`src/assert_macros.svh`:
```
// Assertion macros used by the top level of the I2C master bit sequencer.
`ifndef ASSERT_MACROS_SVH
`define ASSERT_MACROS_SVH

// Checks that an antecedent implies a consequent in the same cycle.
`define ASSERT_SAME_CYCLE(label, clk, rst, ante, cons, msg) \
   label: assert property (@(posedge clk) disable iff (rst) (ante) |-> (cons)) \
      else $error(msg);

// Checks that an antecedent implies a consequent in the next cycle.
`define ASSERT_NEXT_CYCLE(label, clk, rst, ante, cons, msg) \
   label: assert property (@(posedge clk) disable iff (rst) (ante) |=> (cons)) \
      else $error(msg);

`endif

```
`src/i2cms_pkg.sv`:
```
// Package with the types, constants and functions of the I2C master bit sequencer.
package i2cms_pkg;

   typedef enum logic [2:0] {
      MODE_START = 3'd0,
      MODE_STOP  = 3'd1,
      MODE_SEND  = 3'd2,
      MODE_RECV  = 3'd3,
      MODE_SACK  = 3'd4,
      MODE_RACK  = 3'd5
   } mode_type;

   localparam int QUEUE_DEPTH = 2;
   localparam int PHASE_W     = 5;

   typedef struct packed {
      logic       take;
      mode_type   mode;
      logic [7:0] tx_byte;
      logic       ack_bit;
      logic       sda_in;
   } queue_entry_type;

   function automatic logic [PHASE_W-1:0] cmd_len(input mode_type m);
      logic [PHASE_W-1:0] len;
      unique case (m)
         MODE_START: len = PHASE_W'(3);
         MODE_STOP:  len = PHASE_W'(3);
         MODE_SEND:  len = PHASE_W'(24);
         MODE_RECV:  len = PHASE_W'(17);
         MODE_SACK:  len = PHASE_W'(2);
         MODE_RACK:  len = PHASE_W'(3);
         default:    len = PHASE_W'(1);
      endcase
      return len;
   endfunction

endpackage

```
`src/i2cms_req_if.sv`:
```
// Channel that carries one tick item with its optional command into the sequencer.
interface i2cms_req_if;
   logic       valid;
   logic       ready;
   logic       cmd_valid;
   logic [2:0] mode;
   logic [7:0] tx_byte;
   logic       ack_bit;
   logic       sda_in;

   modport source (output valid, cmd_valid, mode, tx_byte, ack_bit, sda_in, input ready);
   modport sink (input valid, cmd_valid, mode, tx_byte, ack_bit, sda_in, output ready);
endinterface

```
`src/i2cms_rsp_if.sv`:
```
// Channel that carries one line-level result item out of the sequencer.
interface i2cms_rsp_if;
   logic       valid;
   logic       ready;
   logic       scl_out;
   logic       sda_out;
   logic       busy_res;
   logic       done_res;
   logic [7:0] rx_byte;
   logic       ack_seen;

   modport source (output valid, scl_out, sda_out, busy_res, done_res, rx_byte, ack_seen,
                   input ready);
   modport sink (input valid, scl_out, sda_out, busy_res, done_res, rx_byte, ack_seen,
                 output ready);
endinterface

```
`src/i2cms_front.sv`:
```
// Front end: accepts tick items, classifies their commands and queues them.
module i2cms_front (
   input  logic                       clock,
   input  logic                       reset,
   i2cms_req_if.sink                  req,
   output logic                       queue_valid,
   output i2cms_pkg::queue_entry_type queue_head,
   input  logic                       queue_pop
);
   import i2cms_pkg::*;

   localparam int PTR_W = (QUEUE_DEPTH > 1) ? $clog2(QUEUE_DEPTH) : 1;
   localparam int CNT_W = $clog2(QUEUE_DEPTH + 1);

   queue_entry_type entry_ff [QUEUE_DEPTH];
   queue_entry_type new_entry;
   logic [PTR_W-1:0] wr_ptr_ff, wr_ptr_in;
   logic [PTR_W-1:0] rd_ptr_ff, rd_ptr_in;
   logic [CNT_W-1:0] count_ff, count_in;
   logic             push;
   logic             legal_mode;

   assign legal_mode = (req.mode <= 3'(MODE_RACK));

   always_comb begin
      new_entry.take    = req.cmd_valid && legal_mode;
      new_entry.mode    = legal_mode ? mode_type'(req.mode) : MODE_START;
      new_entry.tx_byte = req.tx_byte;
      new_entry.ack_bit = req.ack_bit;
      new_entry.sda_in  = req.sda_in;
   end

   assign req.ready   = (count_ff < CNT_W'(QUEUE_DEPTH));
   assign push        = req.valid && req.ready;
   assign queue_valid = (count_ff != '0);
   assign queue_head  = entry_ff[rd_ptr_ff];

   always_comb begin
      wr_ptr_in = wr_ptr_ff;
      rd_ptr_in = rd_ptr_ff;
      count_in  = count_ff;
      if (push) begin
         wr_ptr_in = (wr_ptr_ff == PTR_W'(QUEUE_DEPTH - 1)) ? '0 : wr_ptr_ff + 1'b1;
      end
      if (queue_pop) begin
         rd_ptr_in = (rd_ptr_ff == PTR_W'(QUEUE_DEPTH - 1)) ? '0 : rd_ptr_ff + 1'b1;
      end
      if (push && !queue_pop) begin
         count_in = count_ff + 1'b1;
      end else if (queue_pop && !push) begin
         count_in = count_ff - 1'b1;
      end
   end

   always_ff @(posedge clock) begin
      if (reset) begin
         wr_ptr_ff <= '0;
         rd_ptr_ff <= '0;
         count_ff  <= '0;
      end else begin
         wr_ptr_ff <= wr_ptr_in;
         rd_ptr_ff <= rd_ptr_in;
         count_ff  <= count_in;
      end
   end

   always_ff @(posedge clock) begin
      if (push) begin
         entry_ff[wr_ptr_ff] <= new_entry;
      end
   end

endmodule

```
`src/i2cms_back.sv`:
```
// Back end: steps the bus line sequence one period per queued tick and registers the result.
module i2cms_back (
   input  logic                       clock,
   input  logic                       reset,
   input  logic                       queue_valid,
   input  i2cms_pkg::queue_entry_type queue_head,
   output logic                       queue_pop,
   i2cms_rsp_if.source                rsp
);
   import i2cms_pkg::*;

   logic               active_ff, active_in;
   mode_type           mode_ff, mode_in;
   logic [PHASE_W-1:0] phase_ff, phase_in;
   logic [1:0]         sub_ff, sub_in;
   logic [7:0]         shift_out_ff, shift_out_in;
   logic [7:0]         shift_in_ff, shift_in_in;
   logic               scl_ff, scl_in;
   logic               sda_ff, sda_in;
   logic               ack_ff, ack_in;
   logic               done;

   logic               take_cmd;
   logic               cur_active;
   mode_type           cur_mode;
   logic [PHASE_W-1:0] cur_phase;
   logic [PHASE_W-1:0] phase_next;

   logic               rsp_valid_ff;
   logic               rsp_scl_ff;
   logic               rsp_sda_ff;
   logic               rsp_busy_ff;
   logic               rsp_done_ff;
   logic [7:0]         rsp_rx_ff;
   logic               rsp_ack_ff;

   assign queue_pop  = queue_valid && (!rsp_valid_ff || rsp.ready);
   assign take_cmd   = !active_ff && queue_head.take;
   assign cur_active = active_ff || take_cmd;
   assign cur_mode   = take_cmd ? queue_head.mode : mode_ff;
   assign cur_phase  = take_cmd ? '0 : phase_ff;
   assign phase_next = cur_phase + 1'b1;

   // Sequencing of the command: active flag, mode, period and bit sub-phase.
   always_comb begin
      active_in = cur_active;
      mode_in   = cur_mode;
      phase_in  = cur_phase;
      sub_in    = take_cmd ? 2'd0 : sub_ff;
      done      = 1'b0;
      if (cur_active) begin
         sub_in = (sub_in == 2'd2) ? 2'd0 : sub_in + 1'b1;
         if (phase_next >= cmd_len(cur_mode)) begin
            active_in = 1'b0;
            phase_in  = '0;
            done      = 1'b1;
         end else begin
            phase_in = phase_next;
         end
      end
   end

   // Line levels and shift registers for the current period.
   always_comb begin
      logic [1:0] sub_cur;
      logic [2:0] bit_sel;
      sub_cur      = take_cmd ? 2'd0 : sub_ff;
      bit_sel      = 3'(cur_phase[PHASE_W-1:1] - 1'b1);
      scl_in       = scl_ff;
      sda_in       = sda_ff;
      ack_in       = ack_ff;
      shift_out_in = shift_out_ff;
      shift_in_in  = shift_in_ff;
      if (take_cmd && (queue_head.mode == MODE_SEND)) begin
         shift_out_in = queue_head.tx_byte;
      end
      if (take_cmd && (queue_head.mode == MODE_RECV)) begin
         shift_in_in = '0;
      end
      if (cur_active) begin
         unique case (cur_mode)
            MODE_START: begin
               if (cur_phase == PHASE_W'(0)) begin
                  scl_in = 1'b1;
                  sda_in = 1'b1;
               end else if (cur_phase == PHASE_W'(1)) begin
                  sda_in = 1'b0;
               end else begin
                  scl_in = 1'b0;
               end
            end
            MODE_STOP: begin
               if (cur_phase == PHASE_W'(0)) begin
                  sda_in = 1'b0;
               end else if (cur_phase == PHASE_W'(1)) begin
                  scl_in = 1'b1;
               end else begin
                  sda_in = 1'b1;
               end
            end
            MODE_SEND: begin
               if (sub_cur == 2'd0) begin
                  sda_in = shift_out_in[7];
               end else if (sub_cur == 2'd1) begin
                  scl_in = 1'b1;
               end else begin
                  scl_in       = 1'b0;
                  shift_out_in = {shift_out_in[6:0], 1'b0};
               end
            end
            MODE_RECV: begin
               if (cur_phase == PHASE_W'(0)) begin
                  sda_in = 1'b1;
               end else if (cur_phase[0]) begin
                  scl_in = 1'b1;
               end else begin
                  if (queue_head.sda_in) begin
                     shift_in_in[3'd7 - bit_sel] = 1'b1;
                  end
                  scl_in = 1'b0;
               end
            end
            MODE_SACK: begin
               if (cur_phase == PHASE_W'(0)) begin
                  sda_in = queue_head.ack_bit;
                  scl_in = 1'b1;
               end else begin
                  scl_in = 1'b0;
               end
            end
            MODE_RACK: begin
               if (cur_phase == PHASE_W'(0)) begin
                  sda_in = 1'b1;
               end else if (cur_phase == PHASE_W'(1)) begin
                  scl_in = 1'b1;
               end else begin
                  ack_in = queue_head.sda_in;
                  scl_in = 1'b0;
               end
            end
            default: begin
               scl_in = scl_ff;
            end
         endcase
      end
   end

   always_ff @(posedge clock) begin
      if (reset) begin
         active_ff    <= 1'b0;
         mode_ff      <= MODE_START;
         phase_ff     <= '0;
         sub_ff       <= 2'd0;
         shift_out_ff <= '0;
         shift_in_ff  <= '0;
         scl_ff       <= 1'b1;
         sda_ff       <= 1'b1;
         ack_ff       <= 1'b1;
      end else if (queue_pop) begin
         active_ff    <= active_in;
         mode_ff      <= mode_in;
         phase_ff     <= phase_in;
         sub_ff       <= sub_in;
         shift_out_ff <= shift_out_in;
         shift_in_ff  <= shift_in_in;
         scl_ff       <= scl_in;
         sda_ff       <= sda_in;
         ack_ff       <= ack_in;
      end
   end

   always_ff @(posedge clock) begin
      if (reset) begin
         rsp_valid_ff <= 1'b0;
      end else if (queue_pop) begin
         rsp_valid_ff <= 1'b1;
      end else if (rsp.ready) begin
         rsp_valid_ff <= 1'b0;
      end
   end

   always_ff @(posedge clock) begin
      if (queue_pop) begin
         rsp_scl_ff  <= scl_in;
         rsp_sda_ff  <= sda_in;
         rsp_busy_ff <= active_in;
         rsp_done_ff <= done;
         rsp_rx_ff   <= shift_in_in;
         rsp_ack_ff  <= ack_in;
      end
   end

   assign rsp.valid    = rsp_valid_ff;
   assign rsp.scl_out  = rsp_scl_ff;
   assign rsp.sda_out  = rsp_sda_ff;
   assign rsp.busy_res = rsp_busy_ff;
   assign rsp.done_res = rsp_done_ff;
   assign rsp.rx_byte  = rsp_rx_ff;
   assign rsp.ack_seen = rsp_ack_ff;

endmodule

```
`src/i2c_master_bit_sequencer.sv`:
```
// Top level of the I2C master bit sequencer: front queue and back sequencer.
//
// Each item on req is one bus delay period (a tick). A tick may carry a
// command (start, stop, send byte, receive byte, send ack, receive ack),
// which is taken only when no command is in progress; the taking tick is
// already the first period of the command. Every tick yields exactly one
// item on rsp with the SCL and SDA levels to hold for that period, the busy
// and done flags, the receive byte and the last sampled acknowledge.
// The front part queues up to two ticks; the back part steps one period per
// cycle while rsp is ready and holds its result in an output register. An
// accepted tick is written into the queue, popped by the back part and then
// held in the result register that drives rsp.valid, and one item per cycle
// is sustained while rsp is ready. When rsp stalls, the result register
// holds, the queue fills, and req.ready drops once two ticks are waiting.
// Reset is synchronous and active high: the queue empties, the sequencer
// goes idle, and both lines read as released (high) with no result pending.
module i2c_master_bit_sequencer (
   input logic         clock,
   input logic         reset,
   i2cms_req_if.sink   req,
   i2cms_rsp_if.source rsp
);
   import i2cms_pkg::*;
`include "assert_macros.svh"

   logic            queue_valid;
   queue_entry_type queue_head;
   logic            queue_pop;

   i2cms_front u_front (
      .clock       (clock),
      .reset       (reset),
      .req         (req),
      .queue_valid (queue_valid),
      .queue_head  (queue_head),
      .queue_pop   (queue_pop)
   );

   i2cms_back u_back (
      .clock       (clock),
      .reset       (reset),
      .queue_valid (queue_valid),
      .queue_head  (queue_head),
      .queue_pop   (queue_pop),
      .rsp         (rsp)
   );

   `ASSERT_SAME_CYCLE(a_pop_needs_entry, clock, reset, queue_pop, queue_valid, "pop from empty queue")
   `ASSERT_SAME_CYCLE(a_full_has_entry, clock, reset, !req.ready, queue_valid, "queue full yet empty")
   `ASSERT_SAME_CYCLE(a_done_not_busy, clock, reset, rsp.valid && rsp.done_res, !rsp.busy_res, "done while busy")
   `ASSERT_NEXT_CYCLE(a_pop_gives_rsp, clock, reset, queue_pop, rsp.valid, "popped tick gave no item")

endmodule
```
`src/flat_wrapper.sv`:
```
// flat-port wrapper written by rule: the top's interface ports become plain ports
module i2c_master_bit_sequencer_flat import i2cms_pkg::*;
  (clock, reset, req_valid, req_cmd_valid, req_mode, req_tx_byte, req_ack_bit, req_sda_in, req_ready, rsp_valid, rsp_scl_out, rsp_sda_out, rsp_busy_res, rsp_done_res, rsp_rx_byte, rsp_ack_seen, rsp_ready);
  i2cms_req_if req_i ();
  i2cms_rsp_if rsp_i ();
  input logic clock;
  input logic reset;
  input wire logic [$bits(req_i.valid)-1:0] req_valid;
  input wire logic [$bits(req_i.cmd_valid)-1:0] req_cmd_valid;
  input wire logic [$bits(req_i.mode)-1:0] req_mode;
  input wire logic [$bits(req_i.tx_byte)-1:0] req_tx_byte;
  input wire logic [$bits(req_i.ack_bit)-1:0] req_ack_bit;
  input wire logic [$bits(req_i.sda_in)-1:0] req_sda_in;
  output wire logic [$bits(req_i.ready)-1:0] req_ready;
  output wire logic [$bits(rsp_i.valid)-1:0] rsp_valid;
  output wire logic [$bits(rsp_i.scl_out)-1:0] rsp_scl_out;
  output wire logic [$bits(rsp_i.sda_out)-1:0] rsp_sda_out;
  output wire logic [$bits(rsp_i.busy_res)-1:0] rsp_busy_res;
  output wire logic [$bits(rsp_i.done_res)-1:0] rsp_done_res;
  output wire logic [$bits(rsp_i.rx_byte)-1:0] rsp_rx_byte;
  output wire logic [$bits(rsp_i.ack_seen)-1:0] rsp_ack_seen;
  input wire logic [$bits(rsp_i.ready)-1:0] rsp_ready;
  assign req_i.valid = req_valid;
  assign req_i.cmd_valid = req_cmd_valid;
  assign req_i.mode = req_mode;
  assign req_i.tx_byte = req_tx_byte;
  assign req_i.ack_bit = req_ack_bit;
  assign req_i.sda_in = req_sda_in;
  assign req_ready = req_i.ready;
  assign rsp_valid = rsp_i.valid;
  assign rsp_scl_out = rsp_i.scl_out;
  assign rsp_sda_out = rsp_i.sda_out;
  assign rsp_busy_res = rsp_i.busy_res;
  assign rsp_done_res = rsp_i.done_res;
  assign rsp_rx_byte = rsp_i.rx_byte;
  assign rsp_ack_seen = rsp_i.ack_seen;
  assign rsp_i.ready = rsp_ready;
  i2c_master_bit_sequencer u_core (.clock(clock), .reset(reset), .req(req_i), .rsp(rsp_i));
endmodule
```
`config.mk`:
```
export PLATFORM = sky130hd
export DESIGN_NAME = i2c_master_bit_sequencer_flat
export DESIGN_NICKNAME = d
export VERILOG_FILES = /design/src/i2cms_pkg.sv /design/src/i2cms_req_if.sv /design/src/i2cms_rsp_if.sv /design/src/i2cms_front.sv /design/src/i2cms_back.sv /design/src/i2c_master_bit_sequencer.sv /design/src/flat_wrapper.sv
export VERILOG_INCLUDE_DIRS = /design/src /design/src/src
export SDC_FILE = /design/constraint.sdc
export NUM_CORES = 1
export LEC_CHECK = 0
export BUFFER_PORTS_ARGS = -buffer_cell sky130_fd_sc_hd__buf_2
export CAP_MARGIN = 20
export CORE_MARGIN = 3
export CORE_UTILIZATION = 64
export DETAILED_ROUTE_END_ITERATION = 10
export HOLD_SLACK_MARGIN = 0.05
export PLACE_DENSITY = 0.87
export REMOVE_ABC_BUFFERS = 1
export SYNTH_ARGS = -nofsm -noshare
export SYNTH_HDL_FRONTEND = slang
export SYNTH_HIERARCHICAL = 1
export SYNTH_SLANG_ARGS = --single-unit
```
`constraint.sdc`:
```
create_clock -name clock -period 8.5 [get_ports clock]
set_input_delay 0.85 -clock clock [delete_from_list [all_inputs] [get_ports clock]]
set_output_delay 0.85 -clock clock [all_outputs]
set_load 0.01 [all_outputs]
```
# Yosys cells after proc, flatten, opt, wreduce, memory -nomap -nowiden

Memory sizes are Yosys's and may differ from the RTL's. A register that Yosys moved wholly into a read port is not among the register bits.
Index checks and enable logic that the tools add are counted.

Output and inout bits: 15
Register bits after elaboration: 48
Memory bits (read-only): 0
Latch bits: 0
Memories: 1
Input port bits: 18
Word-level logic and storage cells: 129
Memory bits (writable): 28

Memories:

| name                    | depth | width | rd ports | clocked after memory_dff | write ports | line              | source |
|---|---|---|---|---|---|---|---|
| u_core.u_front.entry_ff | 2     | 14    | 1        | 1                        | 1           | i2cms_front.sv:15 | `queue_entry_type entry_ff [QUEUE_DEPTH];` |

Bitwise operators: 1
Add/sub/neg operators: 8
Multiply operators: 0
Muxes and demuxes: 62
Shift-type cells: 0
$lt $le $gt $ge: 5
Reduce and logical (&&, ||, !) cells: 23
Div/mod/pow operators: 0
Equality and inequality tests: 10

Operator list:

| cell                  | number |
|---|---|
| $mux W8               | 11 |
| $mux W1               | 36 |
| $mux W5               | 4 |
| $pmux W5 S4           | 1 |
| $eq A3 B2 Y1 const B  | 4 |
| $mux W2               | 5 |
| $logic_and A1 B1 Y1   | 9 |
| $or A8 B8 Y8          | 1 |
| $eq A3 B3 Y1 const B  | 2 |
| $mux W3               | 2 |
| $pmux W1 S6           | 1 |
| $reduce_bool A2 Y1    | 3 |
| $add A5 B1 Y5 const B | 1 |
| $eq A5 B1 Y1 const B  | 1 |
| $ge A5 B5 Y1          | 1 |
| $logic_not A5 Y1      | 1 |
| $pmux W1 S5           | 1 |
| $add A2 B1 Y2 const B | 2 |
| $logic_not A1 Y1      | 4 |
| $lt A3 B4 Y1 const B  | 1 |
| $demux W1 S3          | 1 |
| $eq A3 B1 Y1 const B  | 1 |
| $ge A3 B1 Y1 const B  | 1 |
| $le A3 B3 Y1 const B  | 1 |
| 12 further kinds      | 14 |

# Logic depth before layout (Yosys ltp)

Word-level depth: 15
Mapped depth: 17
Depth with buffers taken out: 14

# Hierarchy

The synthesis kept the hierarchy.

Modules (own cells, without submodules):

| module      | instances | area an instance (µm²) | cells an instance | seq. area each (µm²) |
|---|---|---|---|---|
| i2cms_back  | 1         | 2,660.1                | 319               | 1,011.0 |
| i2cms_front | 1         | 1,244.9                | 70                | 940.9 |

# Worst setup path before layout

OpenSTA, ideal clock, no wires.

Path kind: flip-flop to flip-flop
Start point: register (tool-made name)
End point: register u_core.u_back.rsp_busy_ff (netlist: u_core/u_back/rsp.busy_res), data pin
Setup time: 0.262 ns
Stages on the path, launching flop included: 17
Path slack: 5.379 ns
Path buffers: 3
Data required time: 8.238 ns
Arrival time: 2.859 ns
Period minus slack after synthesis: 3.121 ns
Cells stage by stage: dfxtp_1 -> buf_4 -> mux2_2 -> nand2b_1 -> buf_2 -> buf_2 -> nand2_1 -> inv_1 -> ha_1 -> nand3_1 -> xor2_1 -> nor2_1 -> ha_1 -> o21a_1 -> nor2_1 -> a41o_1 -> nor2b_1

RTL lines:

| item                   | line              | source |
|---|---|---|
| end signal: assignment | i2cms_back.sv:186 | `rsp_busy_ff <= active_in;` |
| end: declaration       | i2cms_back.sv:32  | `logic rsp_busy_ff;` |

==> metrics.cfg <==
[logic_synthesis]
synth_adder_area_share_pct=3.20
ys_types=58
synth_cells=389
synth-edff-count=41
synth_top_family_by_area=compound AO/OA/AOI/OAI gates
synth_xor_area_share_pct=2.47
synth_compound_area_share_pct=18.3
synth_warnings=6
synthSimpleGateAreaFrac_pct=16.3
synthFlopType=edfxtp_1
seq_area_frac_synth_pct=50.0
synthArstFlopShare_pct=0
syn-cell-area_um2=3900
synthMuxAreaShare_pct=5.77
syn-mean-instance-area_um2=10.0
synth-seq-cells=77

[global_route]
grt_pass1_wl_um=13800
grt_overflow=0
grt_pass1_vias=2871
antenna_found_initial=0
gr-usage-all-layers_pct=24.5
grt_max_degree=38

[clock_network]
clk_latency_ns=0.35
cts.sinks=77
ctsResizeCount=0
post_cts_buffers=0
clockBufferDepth=2
cts_hold_buf=0
cts_root_buffer=clkbuf_8
path_clk_slew_ns=0.08
cts_tree=built
h-tree-depth=3
numCtsBuffers=9

[detailed_routing]
wirelength_um=8750
first_pass_iters=6
drtIter0Drc=477
ant_nets=0
vias=3210
vias_per_cell=6.54
drc_errors=0
wl_per_cell_um=17.8

[finish]
post-route-util_pct=74.7
syn2layout_area_growth_pct=9.23
diodes=0
finalInstanceArea_um2=4270
nets=442
drive_above_1_share_pct=16.9

[timing]
slew_headroom_pct=28.8
holdWs_ns=0.454
finalSetupViolations=0
grt_setup_unrepaired=false
tightest_slew_ns=1.07
layout_setup_ws_ns=4.47
period_minus_slack_ns=4.03
final.setup.tns_ns=0
fmax_mhz=248
slew_viol_final=0
finalClockSkew_ns=0.0130
hold_violations=0
fin_crit_sh_pct=47.4

[setup_path]
crit_end=u_core/u_back/rsp.busy_res$_DFFE_PP_
arrival_ns=4.12
crit_path_end_kind=flip-flop
worstPathCellList=mux2_2, nand2b_1, nand2_1, inv_1, ha_1, nand3_1, xor2_1, nor2_1, ha_1, o21a_1, nor2_1, a41o_1, nor2b_1
r2r_end=u_core/u_back/rsp.busy_res$_DFFE_PP_
reg2regPathDepth=13
rrSetupSlack_ns=4.47
crit_fanout=24
crit_required_ns=8.59
cp_slowest_cell=dfxtp_1
cp_slowest_stage_delay_ns=0.73
crit_type=flip-flop to flip-flop
start_kind=flip-flop

[power]
seqPwrFrac_pct=39.4
power_leakage_nw=1.54
p_sw_w=0.000564
internal_power_w=0.000824
p_per_area_nw_per_um2=326
pwr-share-clk_pct=19.6
peakVddDrop_mv=0.256
p_comb_share_pct=41.0
sw_frac_of_total_pct=40.6

[die]
die_h_um=84.1
coreArea_um2=5710
io_pins=33
die_area_um2=7070
initial_core_util_pct=68.4
die_w_um=84.1
std_cell_rows=27

[min_path]
hold_path.class=flip-flop to flip-flop

[status]
outcome=completed

[placement]
gp_congestion=0.903
post-dp-hpwl_um=5770
post-place-ws_ns=4.50
io_buffers=32
placedInstanceArea_um2=4070

[run]
drv_cap=0

-- routing by layer --
| metal | routed length [um] | up-vias | track usage, % | part of all wire [%] |
|---|---|---|---|---|
| met5 | 0 | - | 0 | 0 |
| met4 | 225 | 0 | 10.5 | 2.6 |
| met3 | 762 | 31 | 5.13 | 8.7 |
| met2 | 4060 | 200 | 39.2 | 46 |
| met1 | 3700 | 1482 | 32.3 | 42 |
| li1 | - | 1497 | - | - |
-- layout by cell type, fill, tap and decap left out, types with 12 or more instances in the layout --
master	count
buf_2	32
inv_1	14
dfxtp_1	36
a32oi_1	12
nor2_1	38
nand3_1	17
o21ai_1	13
nand2_1	34
edfxtp_1	41
mux2_2	15
o21ai_0	15
a21oi_1	21
-- cell type report --
type / count / area, um2
Tap cell: 72 / 90.1
Timing Repair Buffer: 33 / 168
Fill cell: 409 / 1440
Multi-Input combinational cell: 276 / 1800
Clock buffer: 12 / 145
Clock inverter: 4 / 47.5
Inverter: 17 / 63.8
Sequential cell: 77 / 1950
-- cell usage after synthesis, types with 4 or more instances --
master | count | area [um2]
a2111oi_0 | 8 | 70.1
a211oi_1 | 7 | 52.6
a21oi_1 | 21 | 105
a31oi_1 | 5 | 31.3
a32oi_1 | 12 | 105
buf_2 | 6 | 30.0
clkbuf_1 | 11 | 41.3
dfxtp_1 | 36 | 721
edfxtp_1 | 41 | 1230
ha_1 | 10 | 125
inv_1 | 14 | 52.6
mux2_2 | 15 | 169
nand2_1 | 34 | 128
nand3_1 | 17 | 85.1
nand4_1 | 5 | 31.3
nor2_1 | 38 | 143
nor2b_1 | 7 | 43.8
nor3_1 | 8 | 40.0
o21ai_0 | 15 | 75.1
o21ai_1 | 13 | 65.1
or3_1 | 4 | 25.0
xnor2_1 | 4 | 35.0
xor2_1 | 7 | 61.3
-- worst max-delay path, delay by kind of cell (launching register included) --
kind	cells	cell delay [ns]
AO/OA/AOI/OAI	2	0.40
XOR/XNOR	1	0.14
flip-flops	1	0.73
buffers and inverters	1	0.15
multiplexers	1	0.46
adder cells (fa/ha/maj)	2	0.57
AND/OR/NAND/NOR	6	1.32
-- stage by stage --
step | std cells | total power, W
2_1_floorplan | 370 | 0.000937
3_3_place_gp | 475 | 0.00109
3_5_place_dp | 475 | 0.00111
4_1_cts | 491 | 0.00138
5_1_grt | 491 | 0.00146
6_report | 491 | 0.00139
-- logic make-up after synthesis --
kind of cell               Yosys count
and+or+nand+nor                    129
adders and majority gates           10
muxes                               20
buffers and inverters               36
xor gates and xnor gates            11
DFF                                 77
AOI/OAI and AO/OA                  106
-- worst min path at each step --
stage,from,endpoint,slack [ns],cells past startpoint
detailed placement,u_core/u_back/shift_out_ff[5]$_SDFFE_PP0P_,u_core/u_back/shift_out_ff[5]$_SDFFE_PP0P_,0.44,2
CTS,u_core/u_back/shift_out_ff[5]$_SDFFE_PP0P_,u_core/u_back/shift_out_ff[5]$_SDFFE_PP0P_,0.45,2
finish,u_core/u_back/shift_out_ff[5]$_SDFFE_PP0P_,u_core/u_back/shift_out_ff[5]$_SDFFE_PP0P_,0.45,2
floorplan,u_core/u_back/shift_out_ff[1]$_SDFFE_PP0P_,u_core/u_back/shift_out_ff[1]$_SDFFE_PP0P_,0.42,2
global placement,u_core/u_back/shift_out_ff[4]$_SDFFE_PP0P_,u_core/u_back/shift_out_ff[4]$_SDFFE_PP0P_,0.44,2
global route,u_core/u_back/shift_out_ff[2]$_SDFFE_PP0P_,u_core/u_back/shift_out_ff[2]$_SDFFE_PP0P_,0.47,2
-- flip-flops by register name, indices dropped and copies added, names as in the netlist, 2 cells and up, named ones only --
name / cells
u_core/u_back/mode_ff: 3
u_core/u_back/phase_ff: 5
u_core/u_front/count_ff: 2
u_core/u_back/sub_ff: 2
u_core/u_front/entry_ff: 28
u_core/u_back/shift_out_ff: 8
u_core/u_back/rsp.rx_byte: 8
u_core/u_back/shift_in_ff: 8
-- power groups by stage --
stage	registers, W	logic (W)	clock network (W)
finish	0.000547	0.000569	0.000272
global placement	0.000550	0.000536	0
global route	0.000556	0.000617	0.000290
CTS	0.000546	0.000556	0.000274
detailed placement	0.000553	0.000553	0
floorplan	0.000555	0.000382	0
Power figures use the tool's default switching activity.
